[src/hw/rtl/ils_pkg.sv]
// Package: command and status codes, field widths, controller/datapath structs.
package ils_pkg;

	localparam int CMD_W  = 3;
	localparam int IDX_W  = 7;
	localparam int VAL_W  = 32;
	localparam int ST_W   = 3;
	localparam int FIDX_W = 6;
	localparam int CNT_W  = 7;

	localparam logic [CMD_W-1:0] CMD_APPEND = 3'd0;
	localparam logic [CMD_W-1:0] CMD_INSERT = 3'd1;
	localparam logic [CMD_W-1:0] CMD_REMOVE = 3'd2;
	localparam logic [CMD_W-1:0] CMD_READ   = 3'd3;
	localparam logic [CMD_W-1:0] CMD_FIND   = 3'd4;
	localparam logic [CMD_W-1:0] CMD_CLEAR  = 3'd5;

	localparam logic [ST_W-1:0] ST_OK       = 3'd0;
	localparam logic [ST_W-1:0] ST_EMPTY    = 3'd1;
	localparam logic [ST_W-1:0] ST_BADIDX   = 3'd2;
	localparam logic [ST_W-1:0] ST_FULL     = 3'd3;
	localparam logic [ST_W-1:0] ST_NOTFOUND = 3'd4;

	// controller -> datapath
	typedef struct packed {
		logic            latch;
		logic            set_status;
		logic [ST_W-1:0] status;
		logic            mem_append;
		logic            cnt_dec;
		logic            cnt_clr;
		logic            shift_init;
		logic            shift_step;
		logic            ins_write;
		logic            find_init;
		logic            find_step;
		logic            find_take;
		logic            rd_capture;
		logic            publish;
	} ils_cmd_t;

	// datapath -> controller
	typedef struct packed {
		logic [CMD_W-1:0] cmd;
		logic             empty;
		logic             full;
		logic             idx_gt;
		logic             idx_ge;
		logic             shift_done;
		logic             find_hit;
		logic             find_done;
		logic             out_free;
	} ils_stat_t;

endpackage

[src/hw/rtl/ils_ram.sv]
// Generic single-write, single-read RAM with registered read data.
module ils_ram #(
	parameter int WIDTH = 32,
	parameter int DEPTH = 64
) (
	input  logic                     clk,
	input  logic                     we,
	input  logic [$clog2(DEPTH)-1:0] waddr,
	input  logic [WIDTH-1:0]         wdata,
	input  logic [$clog2(DEPTH)-1:0] raddr,
	output logic [WIDTH-1:0]         rdata
);

	logic [WIDTH-1:0] mem [DEPTH];
	logic [WIDTH-1:0] rdata_q;

	always_ff @(posedge clk) begin
		if (we) begin
			mem[waddr] <= wdata;
		end
		rdata_q <= mem[raddr];
	end

	assign rdata = rdata_q;

endmodule

[src/hw/rtl/ils_ctrl.sv]
// Controller: sequences each transaction through decode, shift/scan loops and result hand-off.
module ils_ctrl (
	input  logic              clk,
	input  logic              arst_n,
	input  logic              in_valid,
	output logic              in_ready,
	input  ils_pkg::ils_stat_t st,
	output ils_pkg::ils_cmd_t  cm
);

	localparam logic [2:0] S_IDLE    = 3'd0;
	localparam logic [2:0] S_EXEC    = 3'd1;
	localparam logic [2:0] S_SHIFT   = 3'd2;
	localparam logic [2:0] S_INS_WR  = 3'd3;
	localparam logic [2:0] S_RD_WAIT = 3'd4;
	localparam logic [2:0] S_FIND    = 3'd5;
	localparam logic [2:0] S_DONE    = 3'd6;

	logic [2:0] state_q;
	logic [2:0] state_nxt;

	assign in_ready = (state_q == S_IDLE);

	always_comb begin
		cm        = '0;
		state_nxt = state_q;
		unique case (state_q)
			S_IDLE: begin
				if (in_valid) begin
					cm.latch  = 1'b1;
					state_nxt = S_EXEC;
				end
			end
			S_EXEC: begin
				cm.set_status = 1'b1;
				cm.status     = ils_pkg::ST_OK;
				state_nxt     = S_DONE;
				unique case (st.cmd)
					ils_pkg::CMD_APPEND: begin
						if (st.full) begin
							cm.status = ils_pkg::ST_FULL;
						end else begin
							cm.mem_append = 1'b1;
						end
					end
					ils_pkg::CMD_INSERT: begin
						if (st.idx_gt) begin
							cm.status = ils_pkg::ST_BADIDX;
						end else if (st.full) begin
							cm.status = ils_pkg::ST_FULL;
						end else begin
							cm.shift_init = 1'b1;
							state_nxt     = S_SHIFT;
						end
					end
					ils_pkg::CMD_REMOVE: begin
						if (st.empty) begin
							cm.status = ils_pkg::ST_EMPTY;
						end else begin
							cm.cnt_dec = 1'b1;
						end
					end
					ils_pkg::CMD_READ: begin
						if (st.empty) begin
							cm.status = ils_pkg::ST_EMPTY;
						end else if (st.idx_ge) begin
							cm.status = ils_pkg::ST_BADIDX;
						end else begin
							state_nxt = S_RD_WAIT;
						end
					end
					ils_pkg::CMD_FIND: begin
						cm.find_init = 1'b1;
						state_nxt    = S_FIND;
					end
					ils_pkg::CMD_CLEAR: begin
						cm.cnt_clr = 1'b1;
					end
					default: begin
					end
				endcase
			end
			S_SHIFT: begin
				if (st.shift_done) begin
					state_nxt = S_INS_WR;
				end else begin
					cm.shift_step = 1'b1;
				end
			end
			S_INS_WR: begin
				cm.ins_write = 1'b1;
				state_nxt    = S_DONE;
			end
			S_RD_WAIT: begin
				cm.rd_capture = 1'b1;
				state_nxt     = S_DONE;
			end
			S_FIND: begin
				if (st.find_hit) begin
					cm.find_take = 1'b1;
					state_nxt    = S_DONE;
				end else if (st.find_done) begin
					cm.set_status = 1'b1;
					cm.status     = ils_pkg::ST_NOTFOUND;
					state_nxt     = S_DONE;
				end else begin
					cm.find_step = 1'b1;
				end
			end
			S_DONE: begin
				if (st.out_free) begin
					cm.publish = 1'b1;
					state_nxt  = S_IDLE;
				end
			end
			default: begin
				state_nxt = S_IDLE;
			end
		endcase
	end

	always_ff @(posedge clk or negedge arst_n) begin
		if (!arst_n) begin
			state_q <= S_IDLE;
		end else begin
			state_q <= state_nxt;
		end
	end

endmodule

[src/hw/rtl/ils_dp.sv]
// Datapath: entry RAM, count, shift/scan pointer, result and output registers.
module ils_dp #(
	parameter int CAPACITY  = 64,
	parameter int WORD_BITS = 32
) (
	input  logic                              clk,
	input  logic                              arst_n,
	input  logic [ils_pkg::CMD_W-1:0]         cmd,
	input  logic [ils_pkg::IDX_W-1:0]         index,
	input  logic signed [ils_pkg::VAL_W-1:0]  value,
	output logic                              out_valid,
	input  logic                              out_ready,
	output logic [ils_pkg::ST_W-1:0]          status,
	output logic signed [ils_pkg::VAL_W-1:0]  read_value,
	output logic [ils_pkg::FIDX_W-1:0]        found_index,
	output logic [ils_pkg::CNT_W-1:0]         count,
	input  ils_pkg::ils_cmd_t                 cm,
	output ils_pkg::ils_stat_t                st
);

	localparam int AW = $clog2(CAPACITY);
	localparam int CW = $clog2(CAPACITY + 1);
	localparam int XW = (CW > ils_pkg::IDX_W) ? CW : ils_pkg::IDX_W;

	logic [ils_pkg::CMD_W-1:0]       cmd_q;
	logic [ils_pkg::IDX_W-1:0]       idx_q;
	logic [WORD_BITS-1:0]            word_q;
	logic [CW-1:0]                   count_q;
	logic [CW-1:0]                   ptr_q;
	logic                            pend_s1;
	logic [AW-1:0]                   addr_s1;
	logic [ils_pkg::ST_W-1:0]        status_q;
	logic [ils_pkg::VAL_W-1:0]       rd_q;
	logic [AW-1:0]                   fidx_q;
	logic                            out_valid_q;
	logic [ils_pkg::ST_W-1:0]        out_status_q;
	logic [ils_pkg::VAL_W-1:0]       out_rd_q;
	logic [ils_pkg::FIDX_W-1:0]      out_fidx_q;
	logic [ils_pkg::CNT_W-1:0]       out_count_q;

	logic [XW-1:0]        idx_w;
	logic [XW-1:0]        cnt_w;
	logic [XW-1:0]        ptr_w;
	logic                 shift_more;
	logic                 find_more;
	logic                 we;
	logic [AW-1:0]        waddr;
	logic [WORD_BITS-1:0] wdata;
	logic [AW-1:0]        raddr;
	logic [WORD_BITS-1:0] rdata;

	assign idx_w = XW'(idx_q);
	assign cnt_w = XW'(count_q);
	assign ptr_w = XW'(ptr_q);

	assign shift_more = (ptr_w > idx_w);
	assign find_more  = (ptr_q < count_q);

	always_comb begin
		we    = 1'b0;
		waddr = AW'(count_q);
		wdata = word_q;
		if (cm.mem_append) begin
			we = 1'b1;
		end else if (cm.ins_write) begin
			we    = 1'b1;
			waddr = AW'(idx_w);
		end else if (cm.shift_step && pend_s1) begin
			we    = 1'b1;
			waddr = addr_s1;
			wdata = rdata;
		end
	end

	always_comb begin
		raddr = AW'(idx_w);
		if (cm.shift_step) begin
			raddr = AW'(ptr_q - CW'(1));
		end else if (cm.find_step) begin
			raddr = AW'(ptr_q);
		end
	end

	ils_ram #(
		.WIDTH(WORD_BITS),
		.DEPTH(CAPACITY)
	) u_ram (
		.clk  (clk),
		.we   (we),
		.waddr(waddr),
		.wdata(wdata),
		.raddr(raddr),
		.rdata(rdata)
	);

	always_ff @(posedge clk) begin
		if (cm.latch) begin
			cmd_q  <= cmd;
			idx_q  <= index;
			word_q <= WORD_BITS'(value);
		end
		if (cm.set_status) begin
			status_q <= cm.status;
			rd_q     <= '0;
			fidx_q   <= '0;
		end
		if (cm.rd_capture) begin
			rd_q <= ils_pkg::VAL_W'(signed'(rdata));
		end
		if (cm.find_take) begin
			fidx_q <= addr_s1;
		end
		if (cm.publish) begin
			out_status_q <= status_q;
			out_rd_q     <= rd_q;
			out_fidx_q   <= ils_pkg::FIDX_W'(fidx_q);
			out_count_q  <= ils_pkg::CNT_W'(count_q);
		end
	end

	always_ff @(posedge clk or negedge arst_n) begin
		if (!arst_n) begin
			count_q     <= '0;
			ptr_q       <= '0;
			pend_s1     <= 1'b0;
			addr_s1     <= '0;
			out_valid_q <= 1'b0;
		end else begin
			if (cm.cnt_clr) begin
				count_q <= '0;
			end else if (cm.cnt_dec) begin
				count_q <= count_q - CW'(1);
			end else if (cm.mem_append || cm.ins_write) begin
				count_q <= count_q + CW'(1);
			end

			if (cm.shift_init) begin
				ptr_q   <= count_q;
				pend_s1 <= 1'b0;
			end else if (cm.find_init) begin
				ptr_q   <= '0;
				pend_s1 <= 1'b0;
			end else if (cm.shift_step) begin
				pend_s1 <= shift_more;
				if (shift_more) begin
					addr_s1 <= AW'(ptr_q);
					ptr_q   <= ptr_q - CW'(1);
				end
			end else if (cm.find_step) begin
				pend_s1 <= find_more;
				if (find_more) begin
					addr_s1 <= AW'(ptr_q);
					ptr_q   <= ptr_q + CW'(1);
				end
			end

			if (cm.publish) begin
				out_valid_q <= 1'b1;
			end else if (out_ready) begin
				out_valid_q <= 1'b0;
			end
		end
	end

	assign st.cmd        = cmd_q;
	assign st.empty      = (count_q == '0);
	assign st.full       = (count_q >= CW'(CAPACITY));
	assign st.idx_gt     = (idx_w > cnt_w);
	assign st.idx_ge     = (idx_w >= cnt_w);
	assign st.shift_done = !shift_more && !pend_s1;
	assign st.find_hit   = pend_s1 && (rdata == word_q);
	assign st.find_done  = !find_more && !pend_s1;
	assign st.out_free   = !out_valid_q || out_ready;

	assign out_valid   = out_valid_q;
	assign status      = out_status_q;
	assign read_value  = out_rd_q;
	assign found_index = out_fidx_q;
	assign count       = out_count_q;

endmodule

[src/hw/rtl/indexed_list_store.sv]
// Top level: bounded list store with append, insert, remove, read, find and clear.
//
//  channel | signals                                  | role
//  --------+------------------------------------------+-----------------------------
//  in      | in_valid in_ready cmd index value         | one command per transaction
//  out     | out_valid out_ready status read_value     | one result per command
//          | found_index count                        |
//
// Append, remove, clear and unused codes finish in the execute state; read waits for the RAM read data.
// Insert shifts the entries from index up by one place, one entry moved per cycle, then writes the new entry.
// Find scans the entries from index zero up to the first match, or to the end of the list on a miss.
// Reset clears the count and all control; store contents stay undefined until written.
// A result waits in the output register; the next command is taken while it stalls.
module indexed_list_store #(
	parameter int CAPACITY  = 64,
	parameter int WORD_BITS = 32
) (
	input  logic                              clk,
	input  logic                              arst_n,
	input  logic                              in_valid,
	output logic                              in_ready,
	input  logic [ils_pkg::CMD_W-1:0]         cmd,
	input  logic [ils_pkg::IDX_W-1:0]         index,
	input  logic signed [ils_pkg::VAL_W-1:0]  value,
	output logic                              out_valid,
	input  logic                              out_ready,
	output logic [ils_pkg::ST_W-1:0]          status,
	output logic signed [ils_pkg::VAL_W-1:0]  read_value,
	output logic [ils_pkg::FIDX_W-1:0]        found_index,
	output logic [ils_pkg::CNT_W-1:0]         count
);

	ils_pkg::ils_cmd_t  cm;
	ils_pkg::ils_stat_t st;

	ils_ctrl u_ctrl (
		.clk     (clk),
		.arst_n  (arst_n),
		.in_valid(in_valid),
		.in_ready(in_ready),
		.st      (st),
		.cm      (cm)
	);

	ils_dp #(
		.CAPACITY (CAPACITY),
		.WORD_BITS(WORD_BITS)
	) u_dp (
		.clk        (clk),
		.arst_n     (arst_n),
		.cmd        (cmd),
		.index      (index),
		.value      (value),
		.out_valid  (out_valid),
		.out_ready  (out_ready),
		.status     (status),
		.read_value (read_value),
		.found_index(found_index),
		.count      (count),
		.cm         (cm),
		.st         (st)
	);

endmodule

[config.mk]
export PLATFORM = sky130hd
export DESIGN_NAME = indexed_list_store
export DESIGN_NICKNAME = d
export VERILOG_FILES = /design/src/hw/rtl/ils_pkg.sv /design/src/hw/rtl/ils_ram.sv /design/src/hw/rtl/ils_ctrl.sv /design/src/hw/rtl/ils_dp.sv /design/src/hw/rtl/indexed_list_store.sv
export SDC_FILE = /design/constraint.sdc
export NUM_CORES = 2
export LEC_CHECK = 0
export BUFFER_PORTS_ARGS = -buffer_cell sky130_fd_sc_hd__clkbuf_2
export CORE_MARGIN = 1.5
export CORE_UTILIZATION = 50
export DETAILED_ROUTE_END_ITERATION = 6
export GPL_ROUTABILITY_DRIVEN = 0
export PLACE_DENSITY = 0.64
export RECOVER_POWER = 50
export SLEW_MARGIN = 20
export SYNTH_ARGS = -nofsm -noshare
export SYNTH_HDL_FRONTEND = slang
export SYNTH_SLANG_ARGS = --single-unit
[constraint.sdc]
create_clock -name clk -period 10.1 [get_ports clk]
set_input_delay 1.01 -clock clk [delete_from_list [all_inputs] [get_ports clk]]
set_output_delay 1.01 -clock clk [all_outputs]
set_load 0.1 [all_outputs]
==> impl_metrics.ini <==
[run_status]
status = finished with violations
failed_checks = DRC, capacitance limit, slew limit

[sta]
max_freq_mhz = 146
worstMarginPinSlew_ps = 3220
period_minus_slack_ps = 6840
slew_viol_final = 2179
finalSetupTns_ps = 0
hold_viol = 0
fin_crit_sh_pct = 67.7
rsz0062_at_grt = false
setup_violations = 0
fin_skew_ps = 41.3
max-slew-margin-rel_pct = -115

[pwr]
ir_worst_vdd_v = 0.000269
leakagePower_nw = 32.2
power.total_mw = 27.8
powerDensity_nw_per_um2 = 272

[cells_and_area]
area_growth_pct = 11.0
n_fill_cell = 14500
final_cell_area_um2 = 102000
drive_gt1_share_pct = 9.23
fin_cells = 8793
fin_nets = 6206

[floorplanning]
die_area_um2 = 187000
initial_utilization_pct = 50.3
boundaryPins = 96
core_um2 = 183000
fp.dieW_um = 432
dieHeight_um = 432
std_cell_rows = 157

[clocking]
clk_latency_ps = 860
cts_tree = built
cts_buffers = 220
htreeDepth = 4
cts.clk_slew.worst_paths_ps = 60
post-cts-setup-buffer-count = 0
cts_max_path_buffers = 3
root_buffer = clkbuf_16
holdBufCountCts = 0
cts.sinks = 2236
cts_resized = 0

[worst_setup_path]
path_class = reg -> reg
reg2reg_to = u_dp.u_ram.mem[35][22]$_DFFE_PP_
cp.arrival_ps = 7020
crit_required_ps = 10280
worst_setup_path_end_kind = register
r2r-start = u_ctrl.state_q[1]$_DFFE_PN0P_
worst-r2r-setup-slack_ps = 3260
cp-startpoint = u_ctrl.state_q[1]$_DFFE_PN0P_
cp_max_fo = 64
ff2ff_path_depth = 6
startpoint_type = register

[drt]
routed_via_density = 6.84
vias = 60100
drt_first_iter_violations = 9312
avgRoutedWirePerCell_um = 31.1
firstDrtPassIters = 7
routed_wl_mm = 274
drcViolationCount = 2
ant_nets = 0

[logic_synthesis]
synth_edf_count = 2179
synth_area_leaders = edfxtp_1 71%, a2111oi_0 4.9%, a211oi_1 4.2%
syn_area_um2 = 92200
synth_cells = 6299
async_flop_share_pct = 1.12
syn_area_per_cell_um2 = 14.6
syn_nets = 6373
synth_largest_area_cell = edfxtp_1
seq_area_frac_synth_pct = 72.4
yosys_warnings = 0
synth-seq-cells = 2236
synth_top_cell_area_share_pct = 71.0
ys.flop_type = edfxtp_1
synth.distinct_cells = 74

[job]
maxCapViolCount = 36

[grt]
grt_pass1_wl_mm = 396
grt.overflow.total = 0
grt_pass1_vias = 57400
grt_max_degree = 194
grt_antenna_before_repair = 19
grt_usage_pct = 28.7

[placed_design]
hpwl_mm = 134
dp.cells = 8372
place_area_um2 = 95200
port-buffer-count = 95

[hold_path]
hold_path_end = u_dp.word_q[0]$_DFFE_PP_
worst_hold_startpoint = value[0]
hold_depth = 1
worstHoldPathType = in -> reg
-- cell usage after synthesis (8+ instances only) --
cell,instances
nand3_1,525
ha_1,27
nand2_1,153
o22ai_1,35
nand4_1,15
buf_1,41
and3_1,260
dfrtp_1,25
nor4_1,101
edfxtp_1,2179
o21ai_1,19
a211oi_1,515
o41ai_1,33
a21oi_1,27
nor3_1,10
a2111oi_0,512
o21ai_0,541
a21o_1,8
clkbuf_1,506
nor2_1,105
or3_1,8
xor2_1,10
inv_1,26
xnor2_1,30
and2_1,44
dfxtp_1,32
or4_1,99
buf_2,71
mux2i_1,257
-- power by group --
part,switching [mW],internal [mW]
logic,6.22,1.81
registers,0.337,11.2
clock network,3.52,4.66
total,10.1,17.7
-- per-layer routing --
| metal | GRT usage [%] | share of wire, % | routed length [µm] | vias up |
|---|---|---|---|---|
| met3 | 4.98 | 9.6 | 26300 | 578 |
| met2 | 44.1 | 46 | 127000 | 3423 |
| met4 | 11.8 | 3.9 | 10700 | 8 |
| met1 | 40.8 | 40 | 110000 | 30700 |
| met5 | 0 | 0.024 | 66 | - |
| li1 | - | - | - | 25500 |
-- state kept, by name (all words and copies together), names as in the netlist, 7 cells and up --
register	count
u_dp.u_ram.mem	2048
u_dp.rd_q	32
u_dp.read_value	32
u_dp.u_ram.rdata	32
u_dp.word_q	32
u_dp.cnt_w	7
u_dp.count	7
u_dp.idx_q	7
u_dp.ptr_q	7
-- worst max path at each step --
stage	slack [ps]	end
2_1_floorplan	5710	u_dp.cmd_q[0]$_DFFE_PP_
3_5_place_dp	3520	u_dp.u_ram.rdata[5]$_DFF_P_
3_3_place_gp	3540	u_dp.u_ram.rdata[5]$_DFF_P_
6_report	3260	u_dp.u_ram.mem[35][22]$_DFFE_PP_
5_1_grt	2890	u_dp.u_ram.mem[24][7]$_DFFE_PP_
4_1_cts	3490	u_dp.u_ram.rdata[5]$_DFF_P_
-- per-stage QoR --
stage                     worst slack (ps)  utilization (%)  hold WS (ps)
after CTS                             3490             56.0           168
final                                 3260             55.9           319
after global placement                3540             52.0           404
after detailed placement              3520             52.0           405
after floorplan                       5710                -           400
after global routing                  2890             55.9           293
-- cell type report --
class	count	area (µm²)	area share, %
clock buffers	296	6000	5.87
repair buffers	242	1690	1.65
inverters	26	97.6	0.0954
clock inverters	121	1230	1.20
well taps	2464	3080	3.01
diodes	2	5.00	0.00489
multi-input cells	3406	23500	22.9
flip-flops and latches	2236	66700	65.2
-- critical path, cell delays in order, from the launching register on --
cell and delay, ps:
dfrtp_1 620, nor3b_1 660, and2_2 270, clkbuf_1 1990, nand2_1 210, nand2_2 130
clkbuf_1 2200
-- cell families after synthesis --
family | after synthesis | synth area share, %
flops | 2236 | 72.4
compound gates | 1733 | 13.3
simple gates | 1348 | 7.91
buf+inv | 657 | 2.83
mux | 257 | 2.79
xor+xnor | 40 | 0.380
fa+ha+maj | 28 | 0.388
-- layout by cell type (no fill, tap or decap), types with 18 or more instances in the layout --
master | synthesis | final
o21ai_0 | 541 | 541
o21ai_1 | 19 | 19
mux2i_1 | 257 | 257
dfxtp_1 | 32 | 32
bufinv_16 | 0 | 19
nand2_1 | 153 | 143
buf_4 | 6 | 115
xnor2_1 | 30 | 30
nand3_1 | 525 | 524
a2111oi_0 | 512 | 512
nor4_1 | 101 | 101
or4_1 | 99 | 97
clkinv_2 | 0 | 36
buf_12 | 0 | 18
o22ai_1 | 35 | 35
inv_1 | 26 | 26
and3_1 | 260 | 259
clkinv_1 | 0 | 49
clkbuf_16 | 0 | 223
edfxtp_1 | 2179 | 2179
o41ai_1 | 33 | 33
clkbuf_2 | 3 | 30
nor2_1 | 105 | 40
ha_1 | 27 | 27
dfrtp_1 | 25 | 25
and2_0 | 0 | 27
a21oi_1 | 27 | 28
clkbuf_1 | 506 | 135
nor2_4 | 0 | 66
a211oi_1 | 515 | 515
(Power assumes the default switching activity.)
